### src/rtl/tspst_pkg.sv
// Shared constants, types and the stream classifier of the PID stream type table.
`default_nettype none
package tspst_pkg;

	localparam int TABLE_ENTRIES = 16;
	localparam int IDX_W = (TABLE_ENTRIES > 1) ? $clog2(TABLE_ENTRIES) : 1;
	localparam logic [IDX_W-1:0] IDX_LAST = IDX_W'(TABLE_ENTRIES - 1);

	localparam logic [1:0] OP_CLEAR  = 2'd0;
	localparam logic [1:0] OP_ADD    = 2'd1;
	localparam logic [1:0] OP_LOOKUP = 2'd2;
	localparam logic [1:0] OP_FIND   = 2'd3;

	localparam logic [2:0] CLS_UNKNOWN = 3'd0;
	localparam logic [2:0] CLS_KLVA    = 3'd1;
	localparam logic [2:0] CLS_EXI     = 3'd2;
	localparam logic [2:0] CLS_HDMV    = 3'd3;
	localparam logic [2:0] CLS_H264    = 3'd4;
	localparam logic [2:0] CLS_VIDEO   = 3'd5;
	localparam logic [2:0] CLS_AUDIO   = 3'd6;

	localparam logic [7:0] ST_PRIVATE  = 8'h06;
	localparam logic [7:0] ST_METADATA = 8'h15;
	localparam logic [7:0] ST_H264     = 8'h1B;
	localparam logic [7:0] ST_VIDEO    = 8'h02;
	localparam logic [7:0] ST_AUDIO1   = 8'h03;
	localparam logic [7:0] ST_AUDIO2   = 8'h04;

	localparam logic [31:0] FMT_KLVA      = 32'h4B4C5641;
	localparam logic [31:0] FMT_EXI       = 32'h24455849;
	localparam logic [31:0] FMT_HDMV_HEAD = 32'h48444D56;
	localparam logic [31:0] FMT_HDMV_TAIL = 32'hFF1B443F;
	localparam logic [31:0] FMT_HDPR_HEAD = 32'h48445052;
	localparam logic [31:0] FMT_HDPR_TAIL = 32'hFF1B673F;

	typedef struct packed {
		logic             load;
		logic             clear;
		logic             scan;
		logic [IDX_W-1:0] idx;
		logic             commit;
	} tspst_cmd_t;

	typedef struct packed {
		logic out_free;
	} tspst_stat_t;

	function automatic logic [2:0] classify(input logic [7:0] kind, input logic has_reg,
		input logic [31:0] head_in, input logic [31:0] tail_in, input logic [7:0] b8_in);
		logic [31:0] head;
		logic [31:0] tail;
		logic [7:0]  b8;
		logic [2:0]  cls;
		head = has_reg ? head_in : 32'd0;
		tail = has_reg ? tail_in : 32'd0;
		b8   = has_reg ? b8_in : 8'd0;
		cls  = CLS_UNKNOWN;
		if (kind == ST_PRIVATE || kind == ST_METADATA) begin
			if (head[31:24] == 8'd0 || head == FMT_KLVA)
				cls = CLS_KLVA;
			else if (head == FMT_EXI)
				cls = CLS_EXI;
		end else if (kind == ST_H264) begin
			if (b8 == 8'd0 && ((head == FMT_HDMV_HEAD && tail == FMT_HDMV_TAIL) ||
				(head == FMT_HDPR_HEAD && tail == FMT_HDPR_TAIL)))
				cls = CLS_HDMV;
			else
				cls = CLS_H264;
		end else if (kind == ST_VIDEO) begin
			cls = CLS_VIDEO;
		end else if (kind == ST_AUDIO1 || kind == ST_AUDIO2) begin
			cls = CLS_AUDIO;
		end
		return cls;
	endfunction

endpackage
`default_nettype wire

### src/rtl/tspst_ctrl.sv
// Controller state machine that sequences the table scan for each add, lookup and find item.
`default_nettype none
module tspst_ctrl (
	input  wire logic                clk,
	input  wire logic                arst_n,
	input  wire logic                in_valid,
	input  wire logic [1:0]          opcode,
	input  wire tspst_pkg::tspst_stat_t stat,
	output logic                     in_ready,
	output tspst_pkg::tspst_cmd_t    cmd
);

	localparam logic [1:0] S_IDLE = 2'd0;
	localparam logic [1:0] S_SCAN = 2'd1;
	localparam logic [1:0] S_DONE = 2'd2;

	logic [1:0]                  state_q;
	logic [tspst_pkg::IDX_W-1:0] idx_q;
	logic                        load;
	logic                        commit;

	assign in_ready = (state_q == S_IDLE);
	assign load     = in_valid && in_ready;
	assign commit   = (state_q == S_DONE) && stat.out_free;

	always_ff @(posedge clk or negedge arst_n) begin
		if (!arst_n) begin
			state_q <= S_IDLE;
			idx_q   <= '0;
		end else begin
			unique case (state_q)
				S_IDLE: begin
					idx_q <= '0;
					if (load)
						state_q <= (opcode == tspst_pkg::OP_CLEAR) ? S_DONE : S_SCAN;
				end
				S_SCAN: begin
					if (idx_q == tspst_pkg::IDX_LAST)
						state_q <= S_DONE;
					else
						idx_q <= idx_q + 1'b1;
				end
				S_DONE: begin
					if (commit)
						state_q <= S_IDLE;
				end
				default: state_q <= S_IDLE;
			endcase
		end
	end

	always_comb begin
		cmd.load   = load;
		cmd.clear  = load && (opcode == tspst_pkg::OP_CLEAR);
		cmd.scan   = (state_q == S_SCAN);
		cmd.idx    = idx_q;
		cmd.commit = commit;
	end

	a_commit_free: assert property (@(posedge clk) disable iff (!arst_n)
		commit |-> stat.out_free) else $error("result committed into a busy output");
	a_commit_idle: assert property (@(posedge clk) disable iff (!arst_n)
		commit |=> state_q == S_IDLE) else $error("controller did not return to idle");
	a_clear_done: assert property (@(posedge clk) disable iff (!arst_n)
		load && opcode == tspst_pkg::OP_CLEAR |=> state_q == S_DONE)
		else $error("clear item did not skip the scan");
	a_scan_range: assert property (@(posedge clk) disable iff (!arst_n)
		state_q == S_SCAN |-> idx_q <= tspst_pkg::IDX_LAST)
		else $error("scan index out of range");

endmodule
`default_nettype wire

### src/rtl/tspst_dp.sv
// Datapath holding the PID table, the scan accumulators and the output register.
`default_nettype none
module tspst_dp (
	input  wire logic                  clk,
	input  wire logic                  arst_n,
	input  wire tspst_pkg::tspst_cmd_t cmd,
	output tspst_pkg::tspst_stat_t     stat,
	input  wire logic [1:0]            opcode,
	input  wire logic [12:0]           pid,
	input  wire logic [7:0]            stream_kind,
	input  wire logic                  has_registration,
	input  wire logic [31:0]           reg_head,
	input  wire logic [31:0]           reg_tail,
	input  wire logic [7:0]            reg_byte8,
	input  wire logic [2:0]            query_class,
	output logic                       out_valid,
	input  wire logic                  out_ready,
	output logic                       found,
	output logic [2:0]                 result_class,
	output logic [12:0]                result_pid,
	output logic                       table_full
);

	localparam int N = tspst_pkg::TABLE_ENTRIES;

	logic [N-1:0]                valid_q;
	logic [12:0]                 epid_q [N];
	logic [2:0]                  ecls_q [N];

	logic [1:0]                  op_q;
	logic [12:0]                 pid_q;
	logic [2:0]                  qc_q;
	logic [2:0]                  add_cls_q;
	logic                        hit_q;
	logic [2:0]                  hit_cls_q;
	logic [12:0]                 rpid_q;
	logic                        present_q;
	logic                        slot_ok_q;
	logic [tspst_pkg::IDX_W-1:0] slot_q;

	logic                        out_valid_q;
	logic                        found_q;
	logic [2:0]                  cls_q;
	logic [12:0]                 res_pid_q;
	logic                        full_q;

	logic                        cur_valid;
	logic [12:0]                 cur_pid;
	logic [2:0]                  cur_cls;
	logic                        insert;

	assign cur_valid = valid_q[cmd.idx];
	assign cur_pid   = epid_q[cmd.idx];
	assign cur_cls   = ecls_q[cmd.idx];
	assign insert    = (op_q == tspst_pkg::OP_ADD) && (add_cls_q != tspst_pkg::CLS_UNKNOWN)
		&& !present_q && slot_ok_q;

	assign stat.out_free = !out_valid_q || out_ready;

	always_ff @(posedge clk) begin
		if (cmd.load) begin
			op_q      <= opcode;
			pid_q     <= pid;
			qc_q      <= query_class;
			add_cls_q <= tspst_pkg::classify(stream_kind, has_registration, reg_head,
				reg_tail, reg_byte8);
			hit_q     <= 1'b0;
			hit_cls_q <= tspst_pkg::CLS_UNKNOWN;
			rpid_q    <= '0;
			present_q <= 1'b0;
			slot_ok_q <= 1'b0;
			slot_q    <= '0;
		end else if (cmd.scan) begin
			if (cur_valid) begin
				if (cur_pid == pid_q) begin
					present_q <= 1'b1;
					if (op_q == tspst_pkg::OP_LOOKUP && !hit_q) begin
						hit_q     <= 1'b1;
						hit_cls_q <= cur_cls;
					end
				end
				if (op_q == tspst_pkg::OP_FIND && cur_cls == qc_q) begin
					hit_q <= 1'b1;
					if (!hit_q || cur_pid < rpid_q)
						rpid_q <= cur_pid;
				end
			end else if (!slot_ok_q) begin
				slot_ok_q <= 1'b1;
				slot_q    <= cmd.idx;
			end
		end
	end

	always_ff @(posedge clk) begin
		if (cmd.commit && insert) begin
			epid_q[slot_q] <= pid_q;
			ecls_q[slot_q] <= add_cls_q;
		end
	end

	always_ff @(posedge clk or negedge arst_n) begin
		if (!arst_n) begin
			valid_q <= '0;
		end else if (cmd.clear) begin
			valid_q <= '0;
		end else if (cmd.commit && insert) begin
			valid_q[slot_q] <= 1'b1;
		end
	end

	always_ff @(posedge clk or negedge arst_n) begin
		if (!arst_n) begin
			out_valid_q <= 1'b0;
		end else if (cmd.commit) begin
			out_valid_q <= 1'b1;
		end else if (out_ready) begin
			out_valid_q <= 1'b0;
		end
	end

	always_ff @(posedge clk) begin
		if (cmd.commit) begin
			found_q   <= 1'b0;
			cls_q     <= tspst_pkg::CLS_UNKNOWN;
			res_pid_q <= '0;
			full_q    <= 1'b0;
			unique case (op_q)
				tspst_pkg::OP_CLEAR: begin
				end
				tspst_pkg::OP_ADD: begin
					cls_q   <= add_cls_q;
					found_q <= insert;
					full_q  <= (add_cls_q != tspst_pkg::CLS_UNKNOWN) && !present_q
						&& !slot_ok_q;
				end
				tspst_pkg::OP_LOOKUP: begin
					found_q <= hit_q;
					cls_q   <= hit_cls_q;
				end
				tspst_pkg::OP_FIND: begin
					found_q   <= hit_q;
					cls_q     <= qc_q;
					res_pid_q <= rpid_q;
				end
				default: begin
				end
			endcase
		end
	end

	assign out_valid    = out_valid_q;
	assign found        = found_q;
	assign result_class = cls_q;
	assign result_pid   = res_pid_q;
	assign table_full   = full_q;

	a_insert_free: assert property (@(posedge clk) disable iff (!arst_n)
		cmd.commit && insert |-> !valid_q[slot_q]) else $error("insert into an occupied entry");
	a_out_hold: assert property (@(posedge clk) disable iff (!arst_n)
		out_valid_q && !out_ready |=> out_valid_q) else $error("pending result dropped");
	a_clear_empty: assert property (@(posedge clk) disable iff (!arst_n)
		cmd.clear |=> valid_q == '0) else $error("clear left valid entries");

endmodule
`default_nettype wire

### src/rtl/ts_pid_stream_type_table_unit.sv
// Top level of the PID stream type table: controller and datapath.
// A clear item goes from idle straight to the done state; any other item first passes
// the sequential scan of the 16 table entries, one per cycle. The done state commits the
// result once the output is free; a new item is taken only in idle, after that commit.
// The output register lets the next item be taken while a result still waits.
// Reset is asynchronous and active low; it empties the table and drops any pending result.
`default_nettype none
module ts_pid_stream_type_table_unit (
	input  wire logic        clk,
	input  wire logic        arst_n,
	input  wire logic        in_valid,
	output logic             in_ready,
	input  wire logic [1:0]  opcode,
	input  wire logic [12:0] pid,
	input  wire logic [7:0]  stream_kind,
	input  wire logic        has_registration,
	input  wire logic [31:0] reg_head,
	input  wire logic [31:0] reg_tail,
	input  wire logic [7:0]  reg_byte8,
	input  wire logic [2:0]  query_class,
	output logic             out_valid,
	input  wire logic        out_ready,
	output logic             found,
	output logic [2:0]       result_class,
	output logic [12:0]      result_pid,
	output logic             table_full
);

	tspst_pkg::tspst_cmd_t  cmd;
	tspst_pkg::tspst_stat_t stat;

	tspst_ctrl u_ctrl (
		.clk      (clk),
		.arst_n   (arst_n),
		.in_valid (in_valid),
		.opcode   (opcode),
		.stat     (stat),
		.in_ready (in_ready),
		.cmd      (cmd)
	);

	tspst_dp u_dp (
		.clk              (clk),
		.arst_n           (arst_n),
		.cmd              (cmd),
		.stat             (stat),
		.opcode           (opcode),
		.pid              (pid),
		.stream_kind      (stream_kind),
		.has_registration (has_registration),
		.reg_head         (reg_head),
		.reg_tail         (reg_tail),
		.reg_byte8        (reg_byte8),
		.query_class      (query_class),
		.out_valid        (out_valid),
		.out_ready        (out_ready),
		.found            (found),
		.result_class     (result_class),
		.result_pid       (result_pid),
		.table_full       (table_full)
	);

endmodule
`default_nettype wire

### config.mk
export PLATFORM = sky130hd
export DESIGN_NAME = ts_pid_stream_type_table_unit
export DESIGN_NICKNAME = d
export VERILOG_FILES = /design/src/rtl/tspst_pkg.sv /design/src/rtl/tspst_ctrl.sv /design/src/rtl/tspst_dp.sv /design/src/rtl/ts_pid_stream_type_table_unit.sv
export SDC_FILE = /design/constraint.sdc
export NUM_CORES = 1
export LEC_CHECK = 0
export ABC_CLOCK_PERIOD_IN_PS = 3700
export BUFFER_PORTS_ARGS = -buffer_cell sky130_fd_sc_hd__buf_2
export CELL_PAD_IN_SITES_DETAIL_PLACEMENT = 1
export CELL_PAD_IN_SITES_GLOBAL_PLACEMENT = 1
export CORE_ASPECT_RATIO = 0.5
export CORE_MARGIN = 8
export CORE_UTILIZATION = 46
export CTS_CLUSTER_SIZE = 16
export DETAILED_ROUTE_END_ITERATION = 12
export PLACE_DENSITY_LB_ADDON = 0.1
export SYNTH_ARGS = -nofsm -noshare
export SYNTH_HDL_FRONTEND = slang
export SYNTH_SLANG_ARGS = --single-unit
### constraint.sdc
create_clock -name clk -period 3.7 [get_ports clk]
set_input_delay 0.185 -clock clk [delete_from_list [all_inputs] [get_ports clk]]
set_output_delay 0.185 -clock clk [all_outputs]
set_load 0.01 [all_outputs]
=== After elaboration in Yosys (flattened, before gate mapping) ===
Memories as Yosys holds them, arrays and structs flattened.
Index checks and enable logic that the tools add are counted.

* Flip-flop bits (word level): 85
* Memory bits (writable): 256
* Input bits: 103
* Output and inout port bits: 20
* Memories: 2

{| class="wikitable"
|+ Memories
! name !! words !! width !! rd ports !! clocked after Yosys merged registers in !! write ports !! RTL line !! text
|-
| u_dp.epid_q || 16 || 13 || 1 || 0 || 1 || tspst_dp.sv:27 || <nowiki>logic [12:0] epid_q [N];</nowiki>
|-
| u_dp.ecls_q || 16 || 3 || 1 || 0 || 1 || tspst_dp.sv:28 || <nowiki>logic [2:0] ecls_q [N];</nowiki>
|}

* Add/subtract/negate cells: 1
* Magnitude comparators: 4
* Equality and inequality tests: 24
* Multiplexer cells: 32
* Bitwise logic cells: 3
* Reductions and logical operators: 44

{| class="wikitable"
|+ Operator list
! operator !! count
|-
| equality test 32 x 31 -> 1 bit (second input constant) || 3
|-
| equality test 32 bit (second input constant) || 2
|-
| two-way mux 32 bit || 2
|-
| equality test 32 x 30 -> 1 bit (second input constant) || 1
|-
| two-way mux 16 bit || 2
|-
| two-way mux 3 bit || 6
|-
| equality test 8 x 2 -> 1 bit (second input constant) || 2
|-
| equality test 8 x 3 -> 1 bit (second input constant) || 2
|-
| equality test 8 x 5 -> 1 bit (second input constant) || 2
|-
| logical NOT 8 bit || 2
|-
| bitwise OR 16 bit || 1
|-
| logical AND 1 bit || 15
|-
| equality test 13 bit || 1
|-
| less-than comparator 13 bit || 1
|-
| AND reduction 4 bit || 3
|-
| less-than comparator 4 x 5 -> 1 bit (second input constant) || 2
|-
| two-way mux 2 bit || 5
|-
| nonzero test 2 bit || 5
|-
| two-way mux 1 bit || 9
|-
| case mux 3 bit (3 select lines) || 1
|-
| AND reduction 3 bit || 3
|-
| two-way mux 8 bit || 1
|-
| case mux 4 bit (2 select lines) || 1
|-
| equality test 2 bit (second input constant) || 3
|-
| 19 further kinds || 33
|}

=== Depth between registers and ports, before layout ===
* Word-level depth: 8
* Depth in mapped cells: 19
* Mapped depth without buffers: 14

=== By module ===
From an unflattened synthesis, not the netlist that was laid out.

* Cell total of the unflattened synthesis: 886
* Area, all modules: 14482.6 µm²

{| class="wikitable"
|+ By module, submodules not included
! module !! times used !! cells an instance !! area an instance (µm²) !! sequential area each (µm²)
|-
| tspst_dp || 1 || 850 || 14134.8 || 9744.3
|-
| tspst_ctrl || 1 || 36 || 347.8 || 150.1
|}

=== Least setup slack after synthesis ===
Ideal clock, no wire load.

* Kind: reg2reg
* From: reg u_ctrl.idx_q[1] in the netlist's numbering
* To: reg u_dp.rpid_q[4]
* Arrival: 3.685 ns
* Slack: -0.158 ns
* Cell stages (with the launch flop): 19
* Buffers on the path: 5
* Cell sequence: dfrtp_1 > buf_6 > buf_2 > buf_2 > buf_2 > mux4_2 > o211a_1 > nand2_1 > o21ai_0 > ha_1 > a21o_1 > a21o_1 > a21oi_1 > o221ai_1 > o21ai_2 > nand2_1 > buf_2 > nand2_1 > a21oi_1

* Longest elaborated chain between the ends: 4

{| class="wikitable"
|+ Ends and longest elaborated chain
! item !! RTL line !! text
|-
| start, declared || tspst_ctrl.sv:18 || <nowiki>logic [tspst_pkg::IDX_W-1:0] idx_q;</nowiki>
|-
| start signal, assigned || tspst_ctrl.sv:41 || <nowiki>idx_q <= idx_q + 1'b1;</nowiki>
|-
| memory read (16 x 13 bit) || - ||
|-
| net u_dp.cur_pid[10] || tspst_dp.sv:48 || <nowiki>logic [12:0] cur_pid;</nowiki>
|-
| less-than comparator 13 bit || tspst_dp.sv:84 || <nowiki>if (!hit_q || cur_pid < rpid_q)</nowiki>
|-
| logical OR 1 bit || tspst_dp.sv:84 ||
|-
| AND reduction 4 bit (no source line) || - ||
|-
| end signal, assigned || tspst_dp.sv:85 || <nowiki>rpid_q <= cur_pid;</nowiki>
|-
| end, declared || tspst_dp.sv:36 || <nowiki>logic [12:0] rpid_q;</nowiki>
|}

The timed path passes the listed nets, and every way through them passes these cells. The select of a mux whose other input is x is not followed.
A chain may end at the register's enable or synchronous reset.

=== Worst setup path after layout ===
* From: reg u_ctrl.idx_q[0] in the netlist's numbering
* To: reg u_dp.rpid_q[5]

The elaborated chain is that of the path after synthesis.

==> run summary <==
The flow ran to the end, and the final reports show no timing, DRC or antenna violations. Power spread over the standard cell area amounts to 638 mW/mm2. Synthesis handed over a netlist of 823 instances. The number of global-route vias before repair is 9276, and the overall global routing resource usage is 21.1%. Of the total power, combinational logic draws 27.6%. Number of library cell types mapped by synthesis: 60. The kind of capture point of the worst setup path was a flip-flop.

Counting cells, the worst reg-to-reg path comes to 16. The least setup slack across all paths after layout was 0.184 ns; the synthesized netlist net count was 939. The pre-antenna-repair detailed-routing pass consisted of 5 iterations.

Among all flip-flop cells after synthesis, the most frequent one is sky130_fd_sc_hd__edfxtp_1. The logs give 3.95 ns for the arrival time of the worst setup path and 0 for the Yosys warning count. In this run the critical register-to-register path is launched from u_ctrl.idx_q[0]. Setup violations remaining at the end of the flow were counted as 0.

The pin count of the biggest net entering global routing was 44; the biggest fanout along the worst timing path was 11. The worst setup path is launched from a flip-flop. The placed instances occupy a cell area of 0.0156 mm2.

The tightest min-delay check is of the input port to flip-flop type. The post-synthesis to final-layout area growth is 21.3%. Among cell families on the critical path, the largest total delay comes from compound AO/OA/AOI/OAI gates. Traced cell by cell, the critical path runs through buf_12, buf_4, mux4_2, mux2i_2, mux2i_1, buf_4, ha_1, a21o_1, a21o_1, a21oi_1, o221ai_1, o21ai_2, nand2_1, buf_6, nor2_1, a211oi_2. Cell-internal power: 7.57 mW.

In this run the static leakage power is 5.95 nW. The sink count of the clock tree came out at 341. The half-perimeter wire length after placement is 26.0 mm.

The number of clock buffers added by TritonCTS is 30. The run gives 0 as the number of antenna repair diodes. For the post-synthesis instance area, the log shows 0.0140 mm2. Leaving out fill and tap cells, the most frequent cells in the layout are sky130_fd_sc_hd__edfxtp_1 (295), sky130_fd_sc_hd__buf_2 (122), sky130_fd_sc_hd__mux4_2 (66). The leading cell type in the layout, fill and taps excluded was sky130_fd_sc_hd__edfxtp_1.

The die covers 0.0367 mm2. The logs give 0.0302 mm2 for the core area and 58.5 mm for the global-route wire length before repair. In this run, the number of DRC markers left after iteration 0 of detailed routing was 770.

The run gives 284 MHz as the maximum clock frequency. The final weighted congestion in routability-driven placement was 0.806. The kind of critical path was flip-flop to flip-flop.

The clock root buffer master is sky130_fd_sc_hd__clkbuf_16. The critical path ends at u_dp.rpid_q[5]. The die height was 140 um; the number of buffers and inverters on the critical path was 4. The share of total power dissipated in the clock network is 28.6%. The share of synthesized flip-flops with an asynchronous set or reset was 6.74%; the share of cells above drive strength 1 was 33.4%. The synthesized area per cell came out at 17.1 um2.

The post-route clock period utilization was 95.0%. The critical path starts at u_ctrl.idx_q[0]. The number of antenna violations at the first check in global routing is 2, and the floorplan row count is 45.

Of the total power, the share spent switching nets is 30.3%. The tools report the setup skew after layout as 0.00964 ns. The measured slew at the worst slew-check pin works out to 0.825 ns. The largest individual stage delay along the critical path comes from the cell sky130_fd_sc_hd__mux4_2. The number of vias per cell is 5.81.

The clock passes through at most 3 buffers. Counting flops with a built-in enable in the synthesized netlist gives 295. The tools report the switching power total as 3.30 mW. The synthesis-stage register bit count works out to 341. IR analysis of the VDD net gives a maximum drop of 0.000387 V.

The maximum level of the CTS H-tree was 1; the cell depth of the worst setup path was 16. The relative contribution of sequential cells to total power came out at 43.8%. DRC violation count after routing: 0. Summing the sequential cell areas from Yosys gives 70.4% of the chip area. For this run the aggregate overflow at the end of global routing stands at 0. Summing all non-filler instances in the final layout gives an area of 0.0170 mm2. After clock tree synthesis, the clock-pin slew on the worst setup and hold paths is 0.07 ns. In this run the count of I/O pins placed on the die edge is 123.

Count of maximum capacitance violations: 0. The worst register-to-register path ends at u_dp.rpid_q[5]. The count of buffers from port buffering came out at 122. For the final-report max-slew violation count, the log shows 0. The largest single stage delay on the critical path is 0.51 ns.

The final critical delay including setup and external delays is 3.52 ns. In the final routed layout, each cell accounts on average for 26.9 um. The count of nets left with antenna violations once routing finished came out at 0. For flop-to-flop paths, the worst setup slack is 0.18 ns. At the end of the flow, the number of nets in the layout was 1155. The logs give 0 for the final number of hold-violating endpoints and 0.58 ns for the clock latency on the worst-skew pair. For this block, the via count after detailed routing is 8477. STA puts the critical path data required time at 4.14 ns. The aggregate routed wire length is 39.3 mm. Chip width: 263 um. TritonCTS built the clock tree. Measured against its own limit, the worst slew margin works out to 43.4%.

The initial utilization of the core area, before any placement, comes to 46.5%. The tools report the worst slack after detailed placement as -0.0258 ns.
## power groups by stage
stage	registers, mW	logic [mW]	clock network (mW)
floorplan	4.75	1.70	0
global placement	4.85	2.66	0
detailed placement	4.88	2.69	0
CTS	4.76	2.82	3.17
global route	4.79	3.22	3.29
finish	4.76	3.00	3.10
## worst min-delay path: stages
cell and delay (ns):
sky130_fd_sc_hd__buf_2 0.07, sky130_fd_sc_hd__nor3_1 0.08, sky130_fd_sc_hd__and3_1 0.15
## sequential cells by signal (all words and copies together) (netlist names), 2 cells and up
signal	count
u_ctrl.idx_q	4
u_dp.hit_cls_q	3
u_dp.rpid_q	13
u_dp.qc_q	3
u_dp.result_class	3
u_dp.add_cls_q	3
u_dp.slot_q	4
u_dp.epid_q	208
u_dp.result_pid	13
u_dp.op_q	2
u_dp.pid_q	13
u_dp.valid_q	16
u_ctrl.state_q	2
u_dp.ecls_q	48
## what timing repair did
action | 4_1_cts | 5_1_grt
pin swaps | 0 | 3
endpoints found under the setup margin | 3 | 13
gates resized for setup | 0 | 27
hold endpoints to repair | 45 | 0
cloned | 0 | 1
buffers inserted | 4 | 6
hold buffers | 21 | 0
## cells in the mapped netlist (all sizes together) (2+ instances only)
cell type | count | area, um2
inv | 19 | 71.3
and3 | 16 | 100
or4 | 6 | 45.0
mux2 | 3 | 33.8
nand2b | 4 | 25.0
nor3 | 15 | 75.1
a211oi | 4 | 30.0
and3b | 2 | 17.5
o21ai | 14 | 73.8
dfrtp | 23 | 576
o31ai | 3 | 22.5
buf | 21 | 133
edfxtp | 295 | 8860
nor4 | 5 | 43.8
a21oi | 27 | 135
o2111ai | 2 | 17.5
nand4b | 7 | 61.3
nor3b | 2 | 15.0
dfxtp | 23 | 460
and2 | 2 | 12.5
mux2i | 35 | 350
a22oi | 4 | 30.0
nand2 | 40 | 150
nor4b | 6 | 52.6
nand4 | 11 | 68.8
a21o | 5 | 37.5
clkbuf | 12 | 45.0
a221oi | 3 | 26.3
o21bai | 2 | 15.0
nor2 | 41 | 154
xor2 | 11 | 96.3
nand3b | 2 | 15.0
mux4 | 66 | 1490
nand3 | 25 | 125
xnor2 | 5 | 43.8
nor2b | 13 | 81.3
or3b | 2 | 17.5
ha | 13 | 163
a22o | 4 | 35.0
o21a | 18 | 135
## kinds of logic (layout without fill, tap and decap cells)
kind of cell,after synthesis,count (layout),synth area share (%)
compound gates,94,94,4.52
xor+xnor,16,16,0.998
fa+ha+maj,13,13,1.16
buf+inv,52,290,1.77
flops,341,341,70.4
mux,104,104,13.3
simple gates,203,203,7.79
## area by class of cell
cell class              instances  area, um2
multi-input cells             430       4070
fillers                      2823      13100
inverters                      19       71.3
repair buffers                217       1560
well taps                     399        499
flip-flops and latches        341       9900
clock buffers                  35        769
clock inverters                19        184
## worst min path at each step
| stage | from | end | slack (ns) | depth (start not counted) |
|---|---|---|---|---|
| 3_3_place_gp | arst_n | u_dp.valid_q[4] | 0.19 | 1 |
| 4_1_cts | stream_kind[6] | u_dp.add_cls_q[2] | 0.06 | 3 |
| 6_report | stream_kind[6] | u_dp.add_cls_q[2] | 0.08 | 3 |
| 3_5_place_dp | arst_n | u_dp.valid_q[5] | 0.21 | 1 |
| 2_1_floorplan | arst_n | u_ctrl.idx_q[0] | -0.11 | 0 |
| 5_1_grt | stream_kind[6] | u_dp.add_cls_q[2] | 0.09 | 3 |
## through the flow
stage	utilization, %	cells	TNS, ns	hold slack [ns]	total power [mW]
after floorplan	-	823	0	-0.111	6.45
after global placement	51.9	1374	0	0.189	7.51
after detailed placement	51.9	1374	-0.0258	0.210	7.57
after CTS	55.8	1453	0	0.0637	10.7
after global routing	56.5	1460	-0.00128	0.0899	11.3
final	56.5	1460	0	0.0780	10.9
## per-layer routing
metal / up-vias / part of all wire (%) / GRT usage, %
met1: 4371 / 46 / 30.4
met2: 315 / 43 / 31.5
met5: - / 0.033 / 0
met3: 75 / 8.0 / 5.71
li1: 3714 / - / -
met4: 2 / 3.0 / 5.88
(Power assumes the default switching activity.)
